`src/rtl/core/spjq_pkg.sv`:
```
package spjq_pkg;

  localparam int QUEUE_DEPTH = 16;
  localparam int CNT_W       = $clog2(QUEUE_DEPTH + 1);
  localparam int ID_W        = 16;
  localparam int SIZE_W      = 16;
  localparam int PRIO_W      = 8;
  localparam int STATUS_W    = 2;
  localparam int OCC_W       = 5;

  localparam logic OP_INSERT = 1'b0;
  localparam logic OP_REMOVE = 1'b1;

  typedef enum logic [STATUS_W-1:0] {
    ST_OK    = 2'd0,
    ST_EMPTY = 2'd1,
    ST_FULL  = 2'd2
  } status_t;

  typedef struct packed {
    logic [ID_W-1:0]   id;
    logic [SIZE_W-1:0] size;
    logic [PRIO_W-1:0] prio;
  } job_t;

  // What one cell shows its neighbors: occupancy, whether it stays put on an
  // insert of the current job, and its contents.
  typedef struct packed {
    logic valid;
    logic keep;
    job_t job;
  } link_t;

  // Broadcast to every cell in a cycle.
  typedef struct packed {
    logic insert;
    logic remove;
    job_t new_job;
  } cell_ctl_t;

endpackage

```
`src/rtl/core/spjq_cell.sv`:
```
module spjq_cell
  import spjq_pkg::*;
(
  input  logic      clk,
  input  logic      rst,
  input  cell_ctl_t ctl,
  input  link_t     left,
  input  link_t     right,
  output link_t     self
);

  logic valid;
  logic valid_next;
  job_t job;
  job_t job_next;
  logic keep;

  // A held job stays ahead of a new job of equal or higher priority number.
  assign keep = valid && (ctl.new_job.prio >= job.prio);

  assign self.valid = valid;
  assign self.keep  = keep;
  assign self.job   = job;

  always_comb begin
    valid_next = valid;
    job_next   = job;
    if (ctl.insert) begin
      valid_next = valid | left.valid;
      if (!keep) begin
        job_next = left.keep ? ctl.new_job : left.job;
      end
    end else if (ctl.remove) begin
      valid_next = right.valid;
      job_next   = right.job;
    end
  end

  always_ff @(posedge clk) begin
    if (rst) begin
      valid <= 1'b0;
    end else begin
      valid <= valid_next;
    end
  end

  always_ff @(posedge clk) begin
    job <= job_next;
  end

endmodule

```
`src/rtl/core/sorted_priority_job_queue_top.sv`:
```
// A command is taken at the edge where start is high and busy is low,
// and its result is shown with done high in the next cycle, for one cycle.
// Throughput: one command per cycle; busy stays low because every cell compares
// and shifts in parallel, so the row of cells sets this rate.
// Reset (synchronous, active high) empties the queue and clears done; the
// receiver cannot stall, so each result must be taken in its done cycle.
module sorted_priority_job_queue_top
  import spjq_pkg::*;
(
  input  logic                clk,
  input  logic                rst,
  input  logic                start,
  output logic                busy,
  input  logic                opcode,
  input  logic [ID_W-1:0]     job_id,
  input  logic [SIZE_W-1:0]   job_size,
  input  logic [PRIO_W-1:0]   job_priority,
  output logic                done,
  output logic                out_valid,
  output logic [ID_W-1:0]     out_id,
  output logic [SIZE_W-1:0]   out_size,
  output logic [PRIO_W-1:0]   out_priority,
  output logic [STATUS_W-1:0] status,
  output logic [OCC_W-1:0]    occupancy
);

  link_t                  links [QUEUE_DEPTH];
  logic [QUEUE_DEPTH-1:0] cell_valid;
  cell_ctl_t              ctl;
  logic [CNT_W-1:0]       job_count;
  logic [CNT_W-1:0]       job_count_next;
  logic                   empty;
  logic                   full;
  logic                   is_insert;
  logic                   is_remove;
  status_t                status_next;

  assign busy = 1'b0;

  assign empty = !links[0].valid;
  assign full  = links[QUEUE_DEPTH-1].valid;

  assign is_insert = start && (opcode == OP_INSERT);
  assign is_remove = start && (opcode == OP_REMOVE);

  assign ctl.insert       = is_insert && !full;
  assign ctl.remove       = is_remove && !empty;
  assign ctl.new_job.id   = job_id;
  assign ctl.new_job.size = job_size;
  assign ctl.new_job.prio = job_priority;

  for (genvar i = 0; i < QUEUE_DEPTH; i++) begin : g_cell
    link_t left_in;
    link_t right_in;

    if (i == 0) begin : g_head
      // The head has nothing ahead of it: a job that lands here takes the
      // new job.
      assign left_in = '{valid: 1'b1, keep: 1'b1, job: '0};
    end else begin : g_body
      assign left_in = links[i-1];
    end

    if (i == QUEUE_DEPTH - 1) begin : g_tail
      assign right_in = '{valid: 1'b0, keep: 1'b0, job: '0};
    end else begin : g_inner
      assign right_in = links[i+1];
    end

    spjq_cell u_cell (
      .clk   (clk),
      .rst   (rst),
      .ctl   (ctl),
      .left  (left_in),
      .right (right_in),
      .self  (links[i])
    );

    assign cell_valid[i] = links[i].valid;
  end

  always_comb begin
    job_count_next = job_count;
    status_next    = ST_OK;
    if (ctl.insert) begin
      job_count_next = job_count + CNT_W'(1);
    end else if (ctl.remove) begin
      job_count_next = job_count - CNT_W'(1);
    end
    if (is_insert && full) begin
      status_next = ST_FULL;
    end else if (is_remove && empty) begin
      status_next = ST_EMPTY;
    end
  end

  always_ff @(posedge clk) begin
    if (rst) begin
      job_count <= '0;
      done      <= 1'b0;
    end else begin
      job_count <= job_count_next;
      done      <= start;
    end
  end

  always_ff @(posedge clk) begin
    if (start) begin
      out_valid    <= ctl.remove;
      out_id       <= ctl.remove ? links[0].job.id   : '0;
      out_size     <= ctl.remove ? links[0].job.size : '0;
      out_priority <= ctl.remove ? links[0].job.prio : '0;
      status       <= status_next;
      occupancy    <= OCC_W'(job_count_next);
    end
  end

  // Occupied cells always form an unbroken run from the head.
  a_valid_prefix: assert property (@(posedge clk) disable iff (rst)
    (cell_valid & (cell_valid + QUEUE_DEPTH'(1))) == '0)
    else $error("occupied cells are not contiguous from the head");

  a_count_match: assert property (@(posedge clk) disable iff (rst)
    $countones(cell_valid) == int'(job_count))
    else $error("job count disagrees with occupied cells");

  a_done_follows_start: assert property (@(posedge clk) disable iff (rst)
    start |=> done)
    else $error("accepted command produced no result");

  a_report_on_good_remove: assert property (@(posedge clk) disable iff (rst)
    (is_remove && !empty) |=> (out_valid && status == ST_OK))
    else $error("remove on a non-empty queue did not report its job");

  a_full_keeps_count: assert property (@(posedge clk) disable iff (rst)
    (is_insert && full) |=> $stable(job_count))
    else $error("dropped insert changed the job count");

endmodule
```
`config.mk`:
```
export PLATFORM = sky130hd
export DESIGN_NAME = sorted_priority_job_queue_top
export DESIGN_NICKNAME = d
export VERILOG_FILES = /design/src/rtl/core/spjq_pkg.sv /design/src/rtl/core/spjq_cell.sv /design/src/rtl/core/sorted_priority_job_queue_top.sv
export SDC_FILE = /design/constraint.sdc
export NUM_CORES = 2
export LEC_CHECK = 0
export ABC_AREA = 1
export BUFFER_PORTS_ARGS = -buffer_cell sky130_fd_sc_hd__buf_2
export CAP_MARGIN = 20
export CORE_MARGIN = 5
export CORE_UTILIZATION = 35
export CTS_BUF_LIST = sky130_fd_sc_hd__clkbuf_8 sky130_fd_sc_hd__clkbuf_16
export DETAILED_ROUTE_END_ITERATION = 16
export GPL_TIMING_DRIVEN = 0
export PLACE_DENSITY = 0.53
export SLEW_MARGIN = 0
export SYNTH_ARGS = -nofsm -noshare
export SYNTH_HDL_FRONTEND = slang
export SYNTH_SLANG_ARGS = --single-unit
```
`constraint.sdc`:
```
create_clock -name clk -period 5.55 [get_ports clk]
set_clock_uncertainty 0.1 [all_clocks]
set_input_delay 0.555 -clock clk [delete_from_list [all_inputs] [get_ports clk]]
set_output_delay 0.555 -clock clk [all_outputs]
set_load 0.01 [all_outputs]
```
==> impl_metrics.csv <==
group,metric,value,unit
grt,grt_max_degree,41,
critical_path,end_kind,"register",
critical_path,r2r_start,"g_cell[0].u_cell.valid$_SDFFE_PP0P_",
logic_synthesis,synth-seq-cells,710,
logic_synthesis,synth_area,39800,um^2
sta,period_minus_slack,3.91,ns
drt,drtAntennaViolNets,0,
drt,drc,0,
power_and_ir_drop,power.switching,3.71,mW
cts,clkLatencyLatePin,0.64,ns
floorplanning,chipHeight,347,um
grt,grt_pass1_vias,29200,
logic_synthesis,synth-edff-count,688,
critical_path,critPathRequiredTime,5.59,ns
sta,fin_crit_sh,70.5,%
drt,vias,29600,
critical_path,crit_path_max_fanout,40,
outcome,status,"finished, final reports clean",
place,port_buffers,92,
logic_synthesis,yosysSeqAreaShare,53.0,%
floorplanning,die_w,347,um
power_and_ir_drop,p_int,10.1,mW
power_and_ir_drop,power_frac_seq,47.5,%
grt,grt_util_met2,28.9,%
cts,cts_tree,"yes",
logic_synthesis,syn_nets,5337,
place,dp_slack,0.965,ns
logic_synthesis,synthArstFlopShare,0,%
finish,syn_to_final_growth,13.2,%
cts,cts_buffer_depth,3,
logic_synthesis,synth_cells,5171,
sta,worstMarginPinSlew,1.04,ns
grt,grt_use_met3,2.43,%
drt,via_per_inst,4.27,
critical_path,reg2regPathDepth,4,
logic_synthesis,yosys_warnings,0,
sta,setup_slack,1.64,ns
sta,hold_ws,0.170,ns
floorplanning,ioPinCount,94,
power_and_ir_drop,powerDensity,307,nW/um^2
cts,cts_max_level,3,
cts,clk_pin_slew,0.06,ns
critical_path,crit_arrival,3.95,ns
finish,layout_commonest_cell,"nand2_1",
critical_path,r2r_slack,1.71,ns
place,dpl.hpwl,89100,um
cts,cts.sinks,710,
power_and_ir_drop,switching_share,26.8,%
worst_hold_path,hold_class,"in2reg",
place,gp_congestion,0.832,
sta,max_freq,255,MHz
cts,cts.repair.resized,0,
power_and_ir_drop,p_total,13.8,mW
cts,numCtsBuffers,81,
finish,layout_common_cells,"nand2_1 (3020), edfxtp_1 (688), inv_1 (662)",
power_and_ir_drop,comb_power_share,14.1,%
grt,grt_overflow_total,0,
power_and_ir_drop,power.share.clock,38.4,%
finish,nets,5522,
critical_path,startpoint,"start",
floorplanning,start_util,35.3,%
grt,grt_pass1_wl,168000,um
sta,setup_viol,0,
drt,first_pass_iters,5,
grt,grtUsageTotal,17.8,%
floorplanning,die_area,120000,um^2
logic_synthesis,ys_types,34,
drt,drt-total-wl,109000,um
sta,slew_headroom,30.4,%
job,cap_violations,0,
cts,holdBufCountCts,0,
power_and_ir_drop,vdd_drop_max,0.212,mV
sta,rsz0062_at_grt,"false",
drt,drt_iter0_markers,1966,
critical_path,start_kind,"input port",
logic_synthesis,synth_area_per_cell,7.69,um^2
floorplanning,fp-row-count,123,
critical_path,setup.worst_path.end,"g_cell[9].u_cell.self[20]$_DFFE_PP_",
grt,busiest_layer,"met2",
sta,finalHoldViolCount,0,
grt,grt_util_met1,24.9,%
drt,wire_per_inst,15.7,um
finish,drive_gt1_share,6.42,%
cts,clock-root-buffer,"clkbuf_16",
logic_synthesis,synthFlopType,"edfxtp_1",
floorplanning,core_area,113000,um^2
critical_path,criticalPathCategory,"in2reg",
power_and_ir_drop,leakage,25.0,nW
cts,cts_setup_buffers,0,
grt,antenna_found_initial,9,
critical_path,r2r_end,"g_cell[9].u_cell.self[20]$_DFFE_PP_",
sta,drv_slew,0,
state kept, by name, summed over array words and instances, names as in the netlist:
register	flops
status	2
done	1
out_size	16
out_priority	8
g_cell.u_cell.valid	16
job_count	5
out_id	16
g_cell.u_cell.self	640
occupancy	5
out_valid	1
Yosys cell counts (2+ instances only):
cell	number	area share [%]
a211oi_1	2	0.038
a21oi_1	93	1.2
a31oi_1	2	0.031
buf_1	28	0.26
buf_2	61	0.77
buf_4	2	0.038
buf_6	2	0.057
buf_8	3	0.11
clkbuf_1	162	1.5
dfxtp_1	22	1.1
edfxtp_1	688	52
ha_1	122	3.8
inv_1	642	6.1
inv_2	2	0.019
nand2_1	3035	29
nand2_2	11	0.17
nand2_4	30	0.85
nand3_1	19	0.24
nand3b_1	39	0.74
nor2_1	118	1.1
nor3_1	2	0.025
o21a_1	14	0.26
o21ai_0	57	0.72
o22ai_1	2	0.031
or2_2	2	0.031
xor2_1	3	0.066
power by group through the flow:
stage	combinational, mW	clock [mW]	sequential (mW)
6_report	1.95	5.30	6.57
5_1_grt	2.26	5.63	6.60
3_3_place_gp	1.88	0	6.68
3_5_place_dp	1.95	0	6.68
4_1_cts	1.96	5.43	6.57
2_1_floorplan	1.34	0	6.65
final cells by class:
class,instances,area [um^2]
Clock inverter,61,462
Inverter,644,2420
Fill cell,11800,67600
Clock buffer,87,2140
Tap cell,1500,1880
Buffer,258,1100
Multi-Input combinational cell,3559,15200
Sequential cell,710,21100
Timing Repair Buffer,102,683
Antenna cell,8,20.0
critical path, cell delays in order:
cell	delay, ns
buf_2	0.25
buf_12	0.25
nand3_1	0.47
clkbuf_1	0.71
clkbuf_1	0.84
nand2_2	0.80
worst min path at each step:
stage	startpoint	endpoint	slack, ns	cells past startpoint
4_1_cts	rst	g_cell[12].u_cell.valid$_SDFFE_PP0P_	0.14	4
6_report	rst	g_cell[12].u_cell.valid$_SDFFE_PP0P_	0.17	4
5_1_grt	rst	g_cell[12].u_cell.valid$_SDFFE_PP0P_	0.16	4
3_3_place_gp	g_cell[4].u_cell.valid$_SDFFE_PP0P_	g_cell[3].u_cell.valid$_SDFFE_PP0P_	0.39	2
3_5_place_dp	g_cell[15].u_cell.self[18]$_SDFFCE_PN0P_	g_cell[14].u_cell.self[18]$_DFFE_PP_	0.40	2
2_1_floorplan	g_cell[4].u_cell.valid$_SDFFE_PP0P_	g_cell[3].u_cell.valid$_SDFFE_PP0P_	0.36	2
through the flow:
stage	cell area (um^2)	setup TNS [ns]	util [%]	instances
5_1_grt	45000	0	39.9	6924
3_3_place_gp	42100	-103.67	37.4	6763
2_1_floorplan	39800	0	-	5171
4_1_cts	45000	0	39.9	6921
3_5_place_dp	42400	0	37.6	6773
6_report	45000	0	40.0	6929
cell families (layout without fill, tap and decap cells):
| group | after synthesis | count (layout) | share of synthesized area [%] |
|---|---|---|---|
| AO/OA/AOI/OAI | 174 | 174 | 2.34 |
| XOR/XNOR | 4 | 4 | 0.0881 |
| adder cells (fa/ha/maj) | 122 | 122 | 3.84 |
| buffers and inverters | 902 | 1152 | 8.84 |
| flip-flops | 710 | 710 | 53.0 |
| other | 1 | 9 | 0.00943 |
| AND/OR/NAND/NOR | 3258 | 3258 | 31.8 |
layer usage:
metal | vias to the layer above | part of all wire, %
met5 | - | 0
li1 | 16200 | -
met3 | 135 | 4.9
met4 | 0 | 2.8
met1 | 12700 | 48
met2 | 590 | 44
(Power assumes the default switching activity.)
